--- config.mk ---
export PLATFORM = sky130hd
export DESIGN_NAME = key_matrix_scan_decoder
export DESIGN_NICKNAME = d
export VERILOG_FILES = /design/src/rtl/kmsd_pkg.sv /design/src/rtl/kmsd_row_mem.sv /design/src/rtl/key_matrix_scan_decoder.sv
export SDC_FILE = /design/constraint.sdc
export NUM_CORES = 1
export LEC_CHECK = 0
export CAP_MARGIN = 10
export CELL_PAD_IN_SITES_DETAIL_PLACEMENT = 1
export CELL_PAD_IN_SITES_GLOBAL_PLACEMENT = 2
export CORE_MARGIN = 5
export CORE_UTILIZATION = 35
export DETAILED_ROUTE_END_ITERATION = 6
export DONT_BUFFER_PORTS = 1
export PLACE_DENSITY_LB_ADDON = 0.05
export SKIP_LAST_GASP = 1
export SLEW_MARGIN = 20
export SYNTH_ARGS = -nofsm -noshare
export SYNTH_HDL_FRONTEND = slang
export SYNTH_SLANG_ARGS = --single-unit
export TNS_END_PERCENT = 30
--- constraint.sdc ---
create_clock -name clock -period 14.94 [get_ports clock]
set_input_delay 0.747 -clock clock [delete_from_list [all_inputs] [get_ports clock]]
set_output_delay 0.747 -clock clock [all_outputs]
set_load 0.01 [all_outputs]
--- src/rtl/kmsd_pkg.sv ---
// ----------------------------------------------------------------------------
// kmsd_pkg
// Shared types, constants and helper functions of the key matrix scan decoder.
// ----------------------------------------------------------------------------
package kmsd_pkg;

   // Matrix geometry
   localparam int unsigned ROWS   = 8;
   localparam int unsigned ROW_W  = $clog2(ROWS);

   typedef logic [ROW_W-1:0] row_addr_type;

   // Fixed rows and line masks
   localparam row_addr_type GROUND_ROW = 3'd0;
   localparam row_addr_type CAPS_ROW   = 3'd4;
   localparam row_addr_type ALT_ROW    = 3'd5;
   localparam row_addr_type LAST_ROW   = 3'd7;

   localparam logic [7:0] GROUND_LINES = 8'hFC;
   localparam logic [7:0] COLUMN_LINES = 8'hC0;
   localparam logic [7:0] ALT_BIT      = 8'h20;
   localparam logic [7:0] CAPS_BIT     = 8'h08;

   // de Bruijn bit map
   localparam logic [4:0] DEBRUIJN_MUL = 5'h1D;
   localparam logic [2:0] MAP_MASK     = 3'h7;

   // Modifier offsets on the lookup index
   localparam logic [7:0] ALT_OFFSET  = 8'd64;
   localparam logic [7:0] CAPS_OFFSET = 8'd128;

   // Request modes
   localparam logic MODE_SCAN  = 1'b0;
   localparam logic MODE_FETCH = 1'b1;

   // One row of key state
   typedef struct packed {
      logic [7:0] pressed;
      logic [7:0] changed;
   } row_entry_type;

   // Memory access bundle from the sequencer to the row store
   typedef struct packed {
      logic          we;
      row_addr_type  waddr;
      row_entry_type wdata;
      row_addr_type  raddr;
   } mem_req_type;

   // Pressed bits of one row from the active-low pin samples
   function automatic logic [7:0] scan_bits(input row_addr_type row,
                                            input logic [7:0] p0,
                                            input logic [7:0] p1,
                                            input logic [7:0] gmask);
      logic [7:0] low0;
      logic [7:0] low1;
      logic [7:0] lines;
      low0  = ~p0;
      low1  = ~p1;
      lines = 8'(GROUND_LINES << (row - row_addr_type'(1)));
      if (row == GROUND_ROW) begin
         return low1 & GROUND_LINES;
      end
      return (((low1 & lines) >> 2) | (low0 & COLUMN_LINES)) & gmask;
   endfunction

   // Bit position code of a one-hot byte through the de Bruijn multiplier
   function automatic logic [2:0] debruijn_map(input logic [7:0] one);
      logic [12:0] prod;
      prod = 13'(one) * 13'(DEBRUIJN_MUL);
      return prod[7:5] & MAP_MASK;
   endfunction

endpackage

--- src/rtl/kmsd_row_mem.sv ---
// ----------------------------------------------------------------------------
// kmsd_row_mem
// Eight-entry row store of pressed and changed bits, one write and one read
// port, registered read with write-first forwarding, per-entry valid bits.
// ----------------------------------------------------------------------------
module kmsd_row_mem (
   input  logic                   clock,
   input  logic                   reset,
   input  kmsd_pkg::mem_req_type  mem_req,
   output kmsd_pkg::row_entry_type rd_entry
);
   import kmsd_pkg::*;

   row_entry_type mem [ROWS];
   logic [ROWS-1:0] valid_ff;
   row_entry_type   rd_data_ff;
   logic            rd_hit_ff;
   logic            fwd;

   // Same-entry write and read in one cycle returns the new data
   assign fwd = mem_req.we && (mem_req.waddr == mem_req.raddr);

   // Storage array
   always_ff @(posedge clock) begin
      if (mem_req.we) begin
         mem[mem_req.waddr] <= mem_req.wdata;
      end
   end

   // Registered read data
   always_ff @(posedge clock) begin
      rd_data_ff <= fwd ? mem_req.wdata : mem[mem_req.raddr];
   end

   // Valid bits: an entry never written reads as zero
   always_ff @(posedge clock) begin
      if (reset) begin
         valid_ff  <= '0;
         rd_hit_ff <= 1'b0;
      end else begin
         rd_hit_ff <= fwd || valid_ff[mem_req.raddr];
         if (mem_req.we) begin
            valid_ff[mem_req.waddr] <= 1'b1;
         end
      end
   end

   assign rd_entry = rd_hit_ff ? rd_data_ff : '0;

endmodule

--- src/rtl/key_matrix_scan_decoder.sv ---
// ----------------------------------------------------------------------------
// key_matrix_scan_decoder
// Keyboard matrix scanner: stores per-row pressed and changed bits and hands
// out the lowest newly pressed key, with sticky ALT and CAPS.
//
//   Channel  Ports                                    Handshake
//   request  req_mode, req_row_index, req_port*_pins  start && !busy
//   response rsp_key_found, rsp_key_index             rsp_strobe, one cycle
//
// A scan reads the row store, then writes the row back.
// A fetch reads the ALT and CAPS rows, then walks the rows with one row read per
// cycle over the row store port, and when a key is taken writes back the key row
// and then clears ALT and CAPS.
// Synchronous reset clears the row store valid bits and sets the ground mask.
// The receiver cannot stall; the response shows for one cycle only.
// ----------------------------------------------------------------------------
module key_matrix_scan_decoder (
   input  logic       clock,
   input  logic       reset,
   input  logic       start,
   output logic       busy,
   input  logic       req_mode,
   input  logic [2:0] req_row_index,
   input  logic [7:0] req_port0_pins,
   input  logic [7:0] req_port1_pins,
   output logic       rsp_strobe,
   output logic       rsp_key_found,
   output logic [7:0] rsp_key_index
);
   import kmsd_pkg::*;

   typedef enum logic [6:0] {
      ST_IDLE   = 7'b0000001,
      ST_SCAN   = 7'b0000010,
      ST_F_ALT  = 7'b0000100,
      ST_F_CAPS = 7'b0001000,
      ST_F_WALK = 7'b0010000,
      ST_F_CLR5 = 7'b0100000,
      ST_F_CLR4 = 7'b1000000
   } state_type;

   state_type     state_ff, state_in;
   row_addr_type  row_ff, row_in;
   logic [7:0]    p0_ff, p1_ff;
   logic [7:0]    gmask_ff, gmask_in;
   logic          alt_ff, alt_in;
   logic          caps_ff, caps_in;
   logic          rsp_strobe_ff, rsp_strobe_in;
   logic          rsp_found_ff, rsp_found_in;
   logic [7:0]    rsp_index_ff, rsp_index_in;

   mem_req_type   mem_req;
   row_entry_type rd_entry;

   logic          accept;
   logic [7:0]    new_bits;
   logic [7:0]    cand;
   logic [7:0]    one;
   logic          skip;
   logic          take;
   logic [7:0]    base_index;

   kmsd_row_mem u_row_mem (
      .clock    (clock),
      .reset    (reset),
      .mem_req  (mem_req),
      .rd_entry (rd_entry)
   );

   assign accept = start && (state_ff == ST_IDLE);

   // Scan datapath
   assign new_bits = scan_bits(row_ff, p0_ff, p1_ff, gmask_ff);

   // Walk datapath: lowest pressed and changed key of the row just read
   assign cand = rd_entry.pressed & rd_entry.changed;
   assign one  = cand & (~cand + 8'd1);
   assign skip = ((row_ff == ALT_ROW) && (one == ALT_BIT)) ||
                 ((row_ff == CAPS_ROW) && (one == CAPS_BIT));
   assign take = (cand != 8'd0) && !skip;
   assign base_index = {2'b00, row_ff, debruijn_map(one)};

   // Sequencer
   always_comb begin
      state_in      = state_ff;
      row_in        = row_ff;
      gmask_in      = gmask_ff;
      alt_in        = alt_ff;
      caps_in       = caps_ff;
      rsp_strobe_in = 1'b0;
      rsp_found_in  = rsp_found_ff;
      rsp_index_in  = rsp_index_ff;
      mem_req       = '0;

      case (state_ff)
         ST_IDLE: begin
            if (accept) begin
               row_in = req_row_index;
               if (req_mode == MODE_SCAN) begin
                  mem_req.raddr = req_row_index;
                  state_in      = ST_SCAN;
               end else begin
                  mem_req.raddr = ALT_ROW;
                  state_in      = ST_F_ALT;
               end
            end
         end
         ST_SCAN: begin
            mem_req.we            = 1'b1;
            mem_req.waddr         = row_ff;
            mem_req.wdata.pressed = new_bits;
            mem_req.wdata.changed = rd_entry.changed | (rd_entry.pressed ^ new_bits);
            if (row_ff == GROUND_ROW) begin
               gmask_in = ~(new_bits >> 2);
            end
            state_in = ST_IDLE;
         end
         ST_F_ALT: begin
            alt_in        = |(rd_entry.changed & ~rd_entry.pressed & ALT_BIT);
            mem_req.raddr = CAPS_ROW;
            state_in      = ST_F_CAPS;
         end
         ST_F_CAPS: begin
            caps_in       = |(rd_entry.changed & ~rd_entry.pressed & CAPS_BIT);
            row_in        = GROUND_ROW;
            mem_req.raddr = GROUND_ROW;
            state_in      = ST_F_WALK;
         end
         ST_F_WALK: begin
            if (take) begin
               mem_req.we            = 1'b1;
               mem_req.waddr         = row_ff;
               mem_req.wdata.pressed = rd_entry.pressed;
               mem_req.wdata.changed = rd_entry.changed & ~one;
               mem_req.raddr         = ALT_ROW;
               rsp_found_in          = 1'b1;
               if (alt_ff) begin
                  rsp_index_in = base_index + ALT_OFFSET;
               end else if (caps_ff) begin
                  rsp_index_in = base_index + CAPS_OFFSET;
               end else begin
                  rsp_index_in = base_index;
               end
               state_in = ST_F_CLR5;
            end else if (row_ff == LAST_ROW) begin
               rsp_found_in  = 1'b0;
               rsp_index_in  = 8'd0;
               rsp_strobe_in = 1'b1;
               state_in      = ST_IDLE;
            end else begin
               row_in        = row_ff + row_addr_type'(1);
               mem_req.raddr = row_ff + row_addr_type'(1);
            end
         end
         ST_F_CLR5: begin
            // clear the ALT change bit, row 5 read after the key write-back
            mem_req.we            = 1'b1;
            mem_req.waddr         = ALT_ROW;
            mem_req.wdata.pressed = rd_entry.pressed;
            mem_req.wdata.changed = rd_entry.changed & ~ALT_BIT;
            mem_req.raddr         = CAPS_ROW;
            state_in              = ST_F_CLR4;
         end
         ST_F_CLR4: begin
            mem_req.we            = 1'b1;
            mem_req.waddr         = CAPS_ROW;
            mem_req.wdata.pressed = rd_entry.pressed;
            mem_req.wdata.changed = rd_entry.changed & ~CAPS_BIT;
            rsp_strobe_in         = 1'b1;
            state_in              = ST_IDLE;
         end
         default: begin
            state_in = ST_IDLE;
         end
      endcase
   end

   // Control registers
   always_ff @(posedge clock) begin
      if (reset) begin
         state_ff      <= ST_IDLE;
         gmask_ff      <= 8'hFF;
         rsp_strobe_ff <= 1'b0;
      end else begin
         state_ff      <= state_in;
         gmask_ff      <= gmask_in;
         rsp_strobe_ff <= rsp_strobe_in;
      end
   end

   // Payload registers
   always_ff @(posedge clock) begin
      row_ff       <= row_in;
      alt_ff       <= alt_in;
      caps_ff      <= caps_in;
      rsp_found_ff <= rsp_found_in;
      rsp_index_ff <= rsp_index_in;
      if (accept) begin
         p0_ff <= req_port0_pins;
         p1_ff <= req_port1_pins;
      end
   end

   assign busy          = (state_ff != ST_IDLE);
   assign rsp_strobe    = rsp_strobe_ff;
   assign rsp_key_found = rsp_found_ff;
   assign rsp_key_index = rsp_index_ff;

endmodule

After elaboration in Yosys (flattened, before gate mapping)
Memories as Yosys holds them, arrays and structs flattened. A register that Yosys moved wholly into a read port is not among the register bits.
Cells that the tools add are included.
Word-level totals
  bits in registers: 55
  bits in writable memories: 128
  input port bits: 23
  output and inout bits: 11
  logic and storage cells: 109
  memories kept: 1
Cells by class
  add/subtract/negate cells: 5
  $mul: 1
  order comparisons: 3
  equality and inequality tests: 18
  shift operators: 1
  multiplexer cells: 34
  bitwise operators: 16
  reduce and logical (&&, ||, !) cells: 18
Memories
  u_row_mem.mem: depth 8, bits a word 16, read ports 1, clocked after memory_dff 1, write ports 1, RTL line kmsd_row_mem.sv:14  | row_entry_type mem [ROWS];
Operator list (number)
  one-hot mux 20 bit (4 select lines): 1
  two-way mux 8 bit: 6
  bitwise AND 8 bit: 5
  one-hot mux 7 bit (5 select lines): 1
  inverter 8 bit: 4
  two-way mux 3 bit: 8
  two-way mux 7 bit: 3
  two-way mux 20 bit: 1
  one-hot mux 3 bit (3 select lines): 2
  two-way mux 16 bit: 1
  bitwise OR 8 bit: 2
  == test 3 bit (second input constant): 3
  adder 6 x 7 -> 8 bit (second input constant): 1
  adder 6 x 8 -> 8 bit (second input constant): 1
  adder 8 x 1 -> 8 bit (second input constant): 1
  == test 8 x 4 -> 1 bit (second input constant): 1
  == test 8 x 6 -> 1 bit (second input constant): 1
  < comparator 3 x 4 -> 1 bit (second input constant): 2
  multiplier 8 x 5 -> 8 bit (second input constant): 1
  two-way mux 1 bit: 8
  inverter 6 -> 8 bit: 1
  bitwise OR 6 x 8 -> 8 bit: 1
  nonzero test 8 bit: 1
  << shifter 8 x 3 -> 8 bit (first input constant): 1
  other kinds (29): 39

Logic depth before layout (Yosys ltp)
  depth after elaboration: 17
  depth in mapped cells: 21
  depth with buffers taken out: 19

Hierarchy
From an unflattened synthesis, not the netlist that was laid out.
Unflattened totals
  cell total of the unflattened synthesis: 538
  area, all modules: 8104.0 um^2
By module, submodules not included
  kmsd_row_mem: times used 1, cells an instance 247, area an instance 5403.9 um^2, sequential area each 4083.9 um^2
  key_matrix_scan_decoder: times used 1, cells an instance 291, area an instance 2700.1 um^2, sequential area each 940.9 um^2

Worst setup path after synthesis
Ideal clock, no wire load.
  path type: reg-to-reg
  start point: register (tool-made name)
  end point: memory u_row_mem.mem[1][0] (netlist bit) (enable)
  library setup time: 412 ps
  arrival time: 4388 ps
  data required time: 14528 ps
  path slack: 10140 ps
  cell stages (with the launch flop): 17
  buffers on the path: 2
  period minus slack after synthesis: 4800 ps
  path through: dfxtp_1 > buf_2 > mux4_2 > mux2i_1 > nor3_1 > or2_2 > nor3_1 > inv_1 > ha_1 > nand4_1 > a21oi_1 > a311o_1 > and3_4 > buf_6 > nor2_2 > a21boi_1 > nor3_1
RTL lines (RTL line)
  end, declared: kmsd_row_mem.sv:14

==> results.cfg <==
[layout]
layout.cells.non_filler = 867
area_growth_pct = 11.4
final_common_cell = edfxtp_1
final_util_pct = 39.7
multi_input_area_um2 = 2820
layout-drive-gt1-share_pct = 14.9
most-common-layout-cells = edfxtp_1, nand2_1, nor2_1
nNetsFinal = 613
fin_area_um2 = 8980
antenna_cells = 0
fillers = 2301
seq_area_um2 = 5020

[placed_design]
place_hpwl_um = 14000
numPortBuffers = 0
post_dp_cell_area_um2 = 8380
place_ws_ps = 9350
placed_cells = 835
finalWeightedCongestion = 0.770

[global_route]
grt_pass1_vias = 4998
grt_overflow = 0
grt_max_degree = 31
grt_pass1_wl_um = 31900
groute.usage.overall_pct = 16.6
antenna_found_initial = 0

[clock_tree]
clock_sinks = 176
clock_latency_ps = 440
root_buffer = clkbuf_16
cts_buffers = 17
post_cts_buffers = 0
cts_hold_buf = 0
path_clk_slew_ps = 70
cts_resized = 0
cts_tree = built
cts_buffer_depth = 2
cts_max_level = 4

[worst_setup_path]
arrival_ps = 5580
worstPathRequired_ps = 14980
path_class = reg -> reg
cp_max_fo = 26
startpoint_type = flop
end_kind = flop
r2r_slack_ps = 9400

[sta]
final.setup.worst_slack_ps = 9400
worstMarginPinSlew_ps = 1080
hold_viol = 0
holdWs_ps = 389
rsz0062_at_grt = false
finalSetupViolCount = 0
setup_tns_ps = 0
max_slew_margin_pct = 28.2
fin_crit_sh_pct = 37.1
fin_worst_skew_ps = 19.3
max_freq_ghz = 0.181
finalMaxSlewViolations = 0
fin_crit_ps = 5540

[status]
status = complete, no violations

[logic_synthesis]
synthFlopType = edfxtp_1
synth_nets = 603
syn_inst = 559
synth_edf_count = 150
avgSynthCellArea_um2 = 14.4
syn_area_um2 = 8060
ys_seq_area_share_pct = 62.3
synth_cell_types = 74
ys_warn_count = 0
async_flop_share_pct = 0
ys_ff_latch = 176

[drt]
detailroute.via_count = 4692
drc = 0
wl_per_cell_um = 24.4
wirelength_um = 21100
routed_via_density = 5.41
ant_nets = 0
drt-initial-drc-count = 255
firstDrtPassIters = 4

[power]
peakVddDrop_mv = 0.0646
power.leakage_nw = 3.15
p_per_area_nw_per_um2 = 120
total_power_mw = 1.08

[floorplanning]
core_um2 = 22600
fp-row-count = 55
die-area_um2 = 26200
dieHeight_um = 162
start_util_pct = 35.6
top_level_ports = 34
die_w_um = 162

[hold_path]
hp-class = in -> reg

[flow_run]
cap_viol_max_count = 0
## final timing paths
check                                           from  depth (start not counted)                            endpoint
setup reg to reg                                flop                         16       u_row_mem.mem[4][9]$_DFFE_PP_
setup / recovery                                flop                         16       u_row_mem.mem[4][9]$_DFFE_PP_
hold / removal                                 reset                          1  u_row_mem.valid_ff[5]$_SDFFE_PP0N_
hold reg to reg   u_row_mem.valid_ff[5]$_SDFFE_PP0N_                          2  u_row_mem.valid_ff[5]$_SDFFE_PP0N_
## cell type report
cell class,count,area share [%]
Sequential cell,176,55.9
Multi-Input combinational cell,336,31.4
Clock buffer,18,4.78
Tap cell,285,3.97
Clock inverter,14,1.91
Inverter,28,1.17
Timing Repair Buffer,10,0.836
## synth_stat cells (6+ instances only)
cell type,n,share of area (%)
ha_1,18,2.8
mux4_2,14,3.9
o21ai_0,19,1.2
nor2b_1,8,0.62
a211o_1,6,0.65
edfxtp_1,150,56
o22ai_1,8,0.62
mux4_1,19,6.2
nand2_1,59,2.7
nor2_1,38,1.8
mux2i_1,8,0.99
dfxtp_1,26,6.5
a21oi_1,20,1.2
nor3_1,11,0.68
nand3_1,7,0.43
nand2b_1,6,0.47
inv_1,26,1.2
clkbuf_1,8,0.37
xnor2_1,8,0.87
## kinds of logic after synthesis
kind of cell | share of synthesized area [%]
xor+xnor | 1.41
flops | 62.3
fa+ha+maj | 3.54
mux | 11.8
simple gates | 10.1
other cells | 0.0465
buf+inv | 2.96
compound gates | 7.81
## sequential cells by signal, indices dropped and copies added (netlist names), named ones only
name / flops
alt_ff: 1
caps_ff: 1
gmask_ff: 6
p0_ff: 2
p1_ff: 6
row_ff: 3
rsp_key_found: 1
rsp_key_index: 8
rsp_strobe: 1
state_ff: 7
u_row_mem.mem: 128
u_row_mem.rd_hit_ff: 1
u_row_mem.valid_ff: 8
## power breakdown
part / switching, mW / internal, mW / total, mW
combinational: 0.0476 / 0.0271 / 0.0747
clock: 0.208 / 0.253 / 0.462
sequential: 0.00634 / 0.533 / 0.540
total: 0.262 / 0.814 / 1.08
## worst max-delay path, stage by stage, from the launching register on
cell     delay (ps)
dfxtp_1         310
buf_4           400
mux4_2          570
mux2i_1         290
nor3_1          170
or2_2           360
nor3_1          290
inv_1           150
ha_1            220
nand4_1         120
a21oi_1          60
a311o_1         300
and3_4          250
inv_2           130
nand2_2         160
a21oi_1         420
o211a_1         920
## metal layers
metal	wire length (um)	vias to the layer above	track usage, %
met2	10500	67	28.0
met5	0	-	0
met1	9880	2438	22.9
met4	186	0	4.27
li1	-	2175	-
met3	567	12	2.21
Note: power is estimated with default switching activity, not from simulation.
